**src/sv/rsb_pkg.sv**
```systemverilog
// rsb_pkg: shared types, constants and code points of the rle sprite blitter
// used by rsb_decode and rle_sprite_blend_blitter_unit, depends on nothing

package rsb_pkg;

  // framebuffer geometry
  localparam int unsigned FB_AW    = 16;
  localparam int unsigned FB_WORDS = 1 << FB_AW;

  localparam int unsigned PIX_W  = 16;
  localparam int unsigned LEN_W  = 13;
  localparam int unsigned KIND_W = 3;
  localparam int unsigned CFG_AW = 3;
  localparam int unsigned CFG_DW = 11;

  // run kinds held in the top bits of a code word
  localparam logic [KIND_W-1:0] KIND_TRANSP = 3'd0;
  localparam logic [KIND_W-1:0] KIND_QTR    = 3'd1;
  localparam logic [KIND_W-1:0] KIND_HALF   = 3'd2;
  localparam logic [KIND_W-1:0] KIND_3QTR   = 3'd3;
  localparam logic [KIND_W-1:0] KIND_COPY   = 3'd4;

  // kinds above copy skip (SKIP_BASE - kind) words
  localparam logic [3:0] SKIP_BASE = 4'd8;

  localparam logic [PIX_W-1:0] MASK_QTR  = 16'he79c;
  localparam logic [PIX_W-1:0] MASK_HALF = 16'hf7de;

  // configuration register indexes
  localparam logic [CFG_AW-1:0] CFG_SCREEN_W = 3'd0;
  localparam logic [CFG_AW-1:0] CFG_POS_X    = 3'd1;
  localparam logic [CFG_AW-1:0] CFG_POS_Y    = 3'd2;
  localparam logic [CFG_AW-1:0] CFG_PIC_W    = 3'd3;
  localparam logic [CFG_AW-1:0] CFG_PIC_H    = 3'd4;
  localparam logic [CFG_AW-1:0] CFG_MODE     = 3'd5;

  typedef struct packed {
    logic [10:0] screen_width;
    logic [9:0]  pos_x;
    logic [9:0]  pos_y;
    logic [10:0] pic_width;
    logic [9:0]  pic_height;
    logic        mode;
  } cfg_t;

  // one pixel write requested by the stream decoder
  typedef struct packed {
    logic              valid;
    logic [FB_AW-1:0]  addr;
    logic [KIND_W-1:0] kind;
    logic              last;
  } pix_t;

endpackage

```
**src/sv/rsb_decode.sv**
```systemverilog
// rsb_decode: run-length stream decoder, tracks rows, runs and the write address
// depends on rsb_pkg for the config struct, pixel request struct and run kinds

module rsb_decode (
  input  logic                clk_i,
  input  logic                rst_ni,
  input  logic                take_i,
  input  logic                start_i,
  input  logic [15:0]         word_i,
  input  rsb_pkg::cfg_t       cfg_i,
  output rsb_pkg::pix_t       pix_o
);

  localparam logic [1:0] PH_ROWCNT = 2'd0;
  localparam logic [1:0] PH_CODE   = 2'd1;
  localparam logic [1:0] PH_PIX    = 2'd2;
  localparam logic [1:0] PH_SKIP   = 2'd3;

  logic [1:0]                     phase_q, phase_d;
  logic [9:0]                     rows_q, rows_d;
  logic [15:0]                    runs_q, runs_d;
  logic [rsb_pkg::LEN_W-1:0]      pixl_q, pixl_d;
  logic [rsb_pkg::KIND_W-1:0]     kind_q, kind_d;
  logic [rsb_pkg::FB_AW-1:0]      addr_q, addr_d;

  logic [20:0]                    base_prod;
  logic [rsb_pkg::FB_AW-1:0]      base_addr;
  logic [rsb_pkg::FB_AW-1:0]      pitch;
  logic [rsb_pkg::LEN_W-1:0]      run_len;
  logic [rsb_pkg::KIND_W-1:0]     code_kind;
  logic                           do_finish;
  logic                           do_end_row;

  assign base_prod = 21'(cfg_i.pos_y) * 21'(cfg_i.screen_width);
  assign base_addr = base_prod[rsb_pkg::FB_AW-1:0] + rsb_pkg::FB_AW'(cfg_i.pos_x);
  // negative pitch wraps modulo the framebuffer
  assign pitch     = rsb_pkg::FB_AW'(cfg_i.screen_width) - rsb_pkg::FB_AW'(cfg_i.pic_width);
  assign run_len   = word_i[rsb_pkg::LEN_W-1:0];
  assign code_kind = word_i[15:rsb_pkg::LEN_W];

  always_comb begin
    phase_d    = phase_q;
    rows_d     = rows_q;
    runs_d     = runs_q;
    pixl_d     = pixl_q;
    kind_d     = kind_q;
    addr_d     = addr_q;
    do_finish  = 1'b0;
    do_end_row = 1'b0;
    pix_o      = '0;

    if (start_i) begin
      addr_d  = base_addr;
      rows_d  = cfg_i.pic_height;
      runs_d  = '0;
      pixl_d  = '0;
      phase_d = PH_ROWCNT;
    end

    unique case (phase_d)
      PH_ROWCNT: begin
        // a row count with no rows left is dropped
        if (rows_d != '0) begin
          runs_d = word_i;
          if (word_i == '0) begin
            do_end_row = 1'b1;
          end else begin
            phase_d = PH_CODE;
          end
        end
      end
      PH_CODE: begin
        kind_d = code_kind;
        if (code_kind == rsb_pkg::KIND_TRANSP) begin
          addr_d    = addr_d + rsb_pkg::FB_AW'(run_len);
          do_finish = 1'b1;
        end else if (code_kind <= rsb_pkg::KIND_COPY) begin
          if (run_len == '0) begin
            do_finish = 1'b1;
          end else begin
            pixl_d  = run_len;
            phase_d = PH_PIX;
          end
        end else begin
          pixl_d  = rsb_pkg::LEN_W'(rsb_pkg::SKIP_BASE - {1'b0, code_kind});
          phase_d = PH_SKIP;
        end
      end
      PH_PIX: begin
        pix_o.valid = take_i;
        pix_o.addr  = addr_d;
        pix_o.kind  = kind_d;
        addr_d      = addr_d + 1'b1;
        if (pixl_d != '0) pixl_d = pixl_d - 1'b1;
        if (pixl_d == '0) do_finish = 1'b1;
      end
      default: begin
        if (pixl_d != '0) pixl_d = pixl_d - 1'b1;
        if (pixl_d == '0) do_finish = 1'b1;
      end
    endcase

    if (do_finish) begin
      if (runs_d != '0) runs_d = runs_d - 1'b1;
      if (runs_d == '0) begin
        do_end_row = 1'b1;
      end else begin
        phase_d = PH_CODE;
      end
    end

    if (do_end_row) begin
      addr_d = addr_d + pitch;
      if (rows_d != '0) rows_d = rows_d - 1'b1;
      phase_d = PH_ROWCNT;
    end

    pix_o.last = (rows_d == '0);
  end

  always_ff @(posedge clk_i or negedge rst_ni) begin
    if (!rst_ni) begin
      phase_q <= PH_ROWCNT;
      rows_q  <= '0;
      runs_q  <= '0;
      pixl_q  <= '0;
      kind_q  <= '0;
      addr_q  <= '0;
    end else if (take_i) begin
      phase_q <= phase_d;
      rows_q  <= rows_d;
      runs_q  <= runs_d;
      pixl_q  <= pixl_d;
      kind_q  <= kind_d;
      addr_q  <= addr_d;
    end
  end

endmodule

```
**config.mk**
```make
export PLATFORM = sky130hd
export DESIGN_NAME = rsb_decode
export DESIGN_NICKNAME = d
export VERILOG_FILES = /design/src/sv/rsb_pkg.sv /design/src/sv/rsb_decode.sv
export SDC_FILE = /design/constraint.sdc
export NUM_CORES = 1
export LEC_CHECK = 0
export BUFFER_PORTS_ARGS = -buffer_cell sky130_fd_sc_hd__buf_2
export CELL_PAD_IN_SITES_DETAIL_PLACEMENT = 0
export CELL_PAD_IN_SITES_GLOBAL_PLACEMENT = 1
export CORE_MARGIN = 10
export CORE_UTILIZATION = 51
export CTS_CLUSTER_DIAMETER = 60
export DETAILED_ROUTE_END_ITERATION = 10
export PLACE_DENSITY_LB_ADDON = 0.1
export RECOVER_POWER = 25
export SYNTH_ARGS = -nofsm -noshare
export SYNTH_HDL_FRONTEND = slang
export SYNTH_SLANG_ARGS = --single-unit
```
**constraint.sdc**
```tcl
create_clock -name clk_i -period 8.47 [get_ports clk_i]
set_input_delay 0.4235 -clock clk_i [delete_from_list [all_inputs] [get_ports clk_i]]
set_output_delay 0.4235 -clock clk_i [all_outputs]
set_load 0.05 [all_outputs]
```
==> Yosys cells after proc, flatten, opt, wreduce, memory -nomap -nowiden <==
Cells that the tools add are included.
W data, S select, Z words.
{ "word_totals": {"wordCells": 75, "regBits": 60} }
{ "op_classes": {"reduce_logical": 13, "addsub": 9, "mul": 1, "n_eq_ne": 2, "n_mux": 43, "order_cmp": 1} }
{ "ops": {"columns": ["operator", "count"], "rows": [
  ["$mux W16", 9],
  ["$mux W13", 7],
  ["$logic_not A13 Y1", 3],
  ["$pmux W13 S3", 1],
  ["$logic_not A16 Y1", 2],
  ["$pmux W16 S2", 1],
  ["$mux W10", 3],
  ["$mux W20", 1],
  ["$mux W2", 9],
  ["$add A16 B1 Y16 const B", 1],
  ["$add A16 B10 Y16", 1],
  ["$add A16 B13 Y16", 1],
  ["$add A16 B16 Y16", 1],
  ["$mul A10 B11 Y16", 1],
  ["$reduce_bool A16 Y1", 1],
  ["$sub A16 B1 Y16 const B", 1],
  ["$reduce_bool A13 Y1", 1],
  ["$sub A13 B1 Y13 const B", 1],
  ["$sub A11 B11 Y12", 1],
  ["$logic_not A10 Y1", 1],
  ["$mux W1", 10],
  ["$reduce_bool A10 Y1", 1],
  ["$sub A10 B1 Y10 const B", 1],
  ["$sub A4 B3 Y5 const A", 1],
  ["other kinds (9)", 9]
]} }

==> Logic depth before layout (Yosys ltp) <==
{ "depth": {"ltp_word": 13, "depth_mapped": 36} }

==> Worst setup path before layout <==
Ideal clock, no wire load.
{ "synth_path": {"path_kind": "in2reg", "startpoint": "input port cfg_i[47] (netlist bit)", "endpoint": "register addr_q[15] (netlist bit)", "setup_time_ps": 125, "path_slack_ps": 279, "path_stages": 34, "t_required_ps": 8345, "arrival_time_ps": 8066, "cell_sequence": "clkbuf_1 nand2_1 fa_1 inv_1 fa_1 fa_1 fa_1 inv_1 fa_1 inv_1 ha_1 nor2b_1 nand2_1 o311ai_0 nor3_1 inv_1 ha_1 or3_1 a311oi_1 nor2_1 xnor2_1 o22ai_1 a221o_1 ha_1 and3_1 a21oi_1 o21ai_0 o41ai_1 o2111ai_1 a21oi_1 xnor2_1 nand2_1 xnor2_1 mux2_2"} }
{ "synth_via": {"elab_chain_cells": 8, "word_cells_on_any_way": 10, "classes_between": "add/sub (5); mul (1); mux (4)"} }
{ "synth_rtl": {"columns": ["item", "line_no", "rtl"], "rows": [
  ["from (decl)", "rsb_decode.sv:10", "input rsb_pkg::cfg_t cfg_i,"],
  ["$mul A10 B11 Y16", "rsb_decode.sv:34", "assign base_prod = 21'(cfg_i.pos_y) * 21'(cfg_i.screen_width);"],
  ["$add A16 B10 Y16", "rsb_decode.sv:35", "assign base_addr = base_prod[rsb_pkg::FB_AW-1:0] + rsb_pkg::FB_AW'(cfg_i.pos_x);"],
  ["$mux W16", "rsb_decode.sv:52", "if (start_i) begin"],
  ["$add A16 B13 Y16", "rsb_decode.sv:75", "addr_d = addr_d + rsb_pkg::FB_AW'(run_len);"],
  ["$mux W16", "rsb_decode.sv:74", "if (code_kind == rsb_pkg::KIND_TRANSP) begin"],
  ["$pmux W16 S2", "rsb_decode.sv:60", "unique case (phase_d)"],
  ["$add A16 B16 Y16", "rsb_decode.sv:113", "addr_d = addr_d + pitch;"],
  ["$mux W16 *", "rsb_decode.sv:112", "if (do_end_row) begin"],
  ["to (signal assigned)", "rsb_decode.sv:135", "addr_q <= addr_d;"],
  ["to (decl)", "rsb_decode.sv:24", "logic [rsb_pkg::FB_AW-1:0] addr_q, addr_d;"]
]} }
Every way passes the cells marked *; elsewhere a longest branch is shown, timed or not.
A chain may end at the register's enable or synchronous reset.

==> Final worst setup path <==
{ "layout_path": {"startpoint": "input port cfg_i[46] (netlist bit)", "endpoint": "register addr_q[15] (netlist bit)"} }
The elaborated chain is that of the path after synthesis.

==> results_dict.tcl <==
set metrics [dict create \
    dp.cells 1874 \
    irDropWorstVdd_v 0.000454 \
    ant_nets 0 \
    die-area_um2 29500 \
    cpMostUsedCell "fa_1" \
    fp.dieW_um 172 \
    cp-end-kind "register" \
    start_kind "input pin" \
    critPathBufInv 6 \
    via_count 11400 \
    syn_area_um2 11700 \
    grt_pass1_wl_mm 58.0 \
    wirelength_mm 36.2 \
    cts_max_path_buffers 2 \
    cts_tree "yes" \
    initial_core_util_pct 51.8 \
    syn_inst 1524 \
    gr-total-overflow 0 \
    hold_viol_final 0 \
    rrSetupSlack_ns 2.74 \
    tightest_slew_ns 3.73 \
    antenna-diode-count 0 \
    cp_slowest_cell "fa_1" \
    synth.yosys.warnings 0 \
    ys_seq_elements 60 \
    worstHoldStart "word_i[14]" \
    max_stage_delay_ns 0.55 \
    drtIter0Drc 954 \
    cp_max_fo 4 \
    crit_arrival_ns 8.28 \
    avgSynthCellArea_um2 7.69 \
    clock_sinks 60 \
    path_class "in -> reg" \
    total_power_mw 4.68 \
    cts-root-buf "clkbuf_16" \
    place_area_um2 12500 \
    postLayoutCoreUtil_pct 56.5 \
    r2r-end "rows_q[3]$_DFFE_PN0P_" \
    hold_buffers 0 \
    firstDrtPassIters 6 \
    antenna_found_initial 0 \
    finalSetupViolCount 0 \
    skew_ns 0.00863 \
    num_io_pins 94 \
    final_cells 1890 \
    ys_types 94 \
    gp_congestion 0.936 \
    coreArea_um2 22600 \
    hold_depth 3 \
    r2r_cells 19 \
    clock_latency_ns 0.35 \
    critPathTopFamily "adder cells" \
    synthFlopType "dfrtp_1" \
    fin_area_um2 12800 \
    yosys.area.top_type "dfrtp_1" \
    std_cell_rows 55 \
    muxShareOfSynthArea_pct 6.74 \
    synthSimpleGateAreaFrac_pct 23.3 \
    synth_top_family_by_area "simple AND/OR/NAND/NOR gates" \
    grt_use_total_pct 24.7 \
    synth_xor_area_share_pct 5.60 \
    max_freq_ghz 0.124 \
    vias_per_cell 6.01 \
    first_global_vias 10900 \
    yosysSeqAreaShare_pct 12.8 \
    leakage_nw 5.98 \
    pre_cts_slack_ns -0.0293 \
    maxCapViolations 1 \
    synth_compound_gate_area_share_pct 20.1 \
    cts_made_buffers 9 \
    holdWs_ns 0.428 \
    drc_errors 0 \
    fin_crit_ns 8.05 \
    area_growth_pct 9.19 \
    slew_headroom_pct -149 \
    synth_fa_ha_area_share_pct 22.4 \
    syn-num-nets 1762 \
    tns_ns 0 \
    synth_edf_count 0 \
    synth_top_area_share_pct 12.8 \
    post-dp-hpwl_mm 28.3 \
    violations "capacitance limit, slew limit" \
    synth_area_leaders "dfrtp_1 13%, fa_1 13%, ha_1 9.6%, nand2_1 5.9%, inv_1 5.5%" \
    layout_setup_ws_ns 0.419 \
    grt_max_degree 61 \
    synthArstFlopShare_pct 100 \
    powerDensity_nw_per_um2 366 \
    slew_violations 61 \
    io_buffers 92 \
    cts_max_level 3 \
    r2r_start "rows_q[0]$_DFFE_PN0P_" \
    worst_hold_path_type "in -> reg" \
    cts.reportedPaths.clkPinSlew_ns 0.05 \
    period_share_pct 95.1 \
    final_layout_size_suffix_gt1_share_pct 12.9 \
    nets 1839 \
    dieHeight_um 172 \
    wl_per_cell_um 19.2 \
    cp.required_ns 8.70 \
    holdPathEnd "kind_q[1]$_DFFE_PN0P_" \
    status "complete, but fails checks" \
]
worst min-delay path, stage by stage:
cell and delay, ns:
buf_2 0.14, inv_1 0.08, o21ai_0 0.08
synthesized netlist by cell type (6+ instances only):
library cell and instances:
a21o_1 17, buf_4 8, o21ai_0 71, nand3_1 39, nor2b_1 24, a22o_1 13, o31ai_1 13, a22oi_1 6
clkbuf_1 45, inv_1 171, fa_1 75, ha_1 90, o22ai_1 12, xnor2_1 51, a211o_1 10, a21oi_1 81
and2_1 50, a31oi_1 16, or2_2 7, or3_1 8, mux2i_1 54, nand4_1 10, o21a_1 8, nor2_1 111
o211ai_1 7, buf_6 11, nor3_1 48, nor3b_1 10, mux2_2 19, xor2_1 24, nand2_1 183, a211oi_1 9
o21bai_1 9, dfrtp_1 60, nand2b_1 9, and3_1 14, nor4_1 13
area by class of cell:
| cell class | instances | area (um2) |
|---|---|---|
| Fill cell | 2232 | 9840 |
| Multi-Input combinational cell | 1217 | 9190 |
| Sequential cell | 60 | 1500 |
| Timing Repair Buffer | 141 | 827 |
| Inverter | 172 | 646 |
| Tap cell | 285 | 357 |
| Clock buffer | 13 | 250 |
| Clock inverter | 2 | 35.0 |
cells by family after synthesis:
family	count (synthesis)
XOR/XNOR	75
multiplexers	75
AO/OA/AOI/OAI	347
buffers and inverters	247
flip-flops	60
adder cells (fa/ha/maj)	165
AND/OR/NAND/NOR	555
power breakdown:
group	leakage [nW]	internal (mW)	switching [mW]
logic	5.12	1.60	2.22
clock network	0.140	0.234	0.140
registers	0.729	0.375	0.105
total	5.98	2.21	2.47
flip-flops by register name (all words and copies together) (netlist names):
signal,count
phase_q,2
addr_q,16
runs_q,16
pixl_q,13
rows_q,10
kind_q,3
how the worst max path moves through the flow:
stage / start / endpoint / slack [ns] / cells past startpoint
after CTS: cfg_i[46] / addr_q[15]$_DFFE_PN0P_ / 0.30 / 35
after global placement: cfg_i[47] / addr_q[15]$_DFFE_PN0P_ / 0.06 / 35
after global routing: cfg_i[46] / addr_q[15]$_DFFE_PN0P_ / -0.04 / 34
final: cfg_i[46] / addr_q[15]$_DFFE_PN0P_ / 0.42 / 35
after floorplan: cfg_i[47] / addr_q[15]$_DFFE_PN0P_ / 0.28 / 34
after detailed placement: cfg_i[46] / addr_q[15]$_DFFE_PN0P_ / -0.03 / 35
repair_timing:
action,in CTS,in global routing
hold endpoints to repair,0,0
setup endpoints to repair,0,2
buffers inserted,0,1
gates resized for setup,0,5
routing by layer:
metal	GRT usage (%)	vias to the layer above	share of wire [%]
met5	0	-	0
met4	5.22	0	1.2
met3	5.27	37	8.4
met2	37.0	400	44
met1	35.6	5471	47
li1	-	5447	-
cells in the final DEF (no fill, tap or decap), drive strengths merged, types with 40 or more instances in the layout:
cell type | Yosys | layout
a21oi | 83 | 83
and2 | 51 | 51
buf | 27 | 140
dfrtp | 60 | 60
fa | 75 | 75
ha | 90 | 90
inv | 171 | 171
mux2i | 56 | 56
nand2 | 184 | 184
nand3 | 40 | 40
nor2 | 111 | 111
nor3 | 50 | 50
o21ai | 75 | 75
xnor2 | 51 | 51
Power figures use the tool's default switching activity.
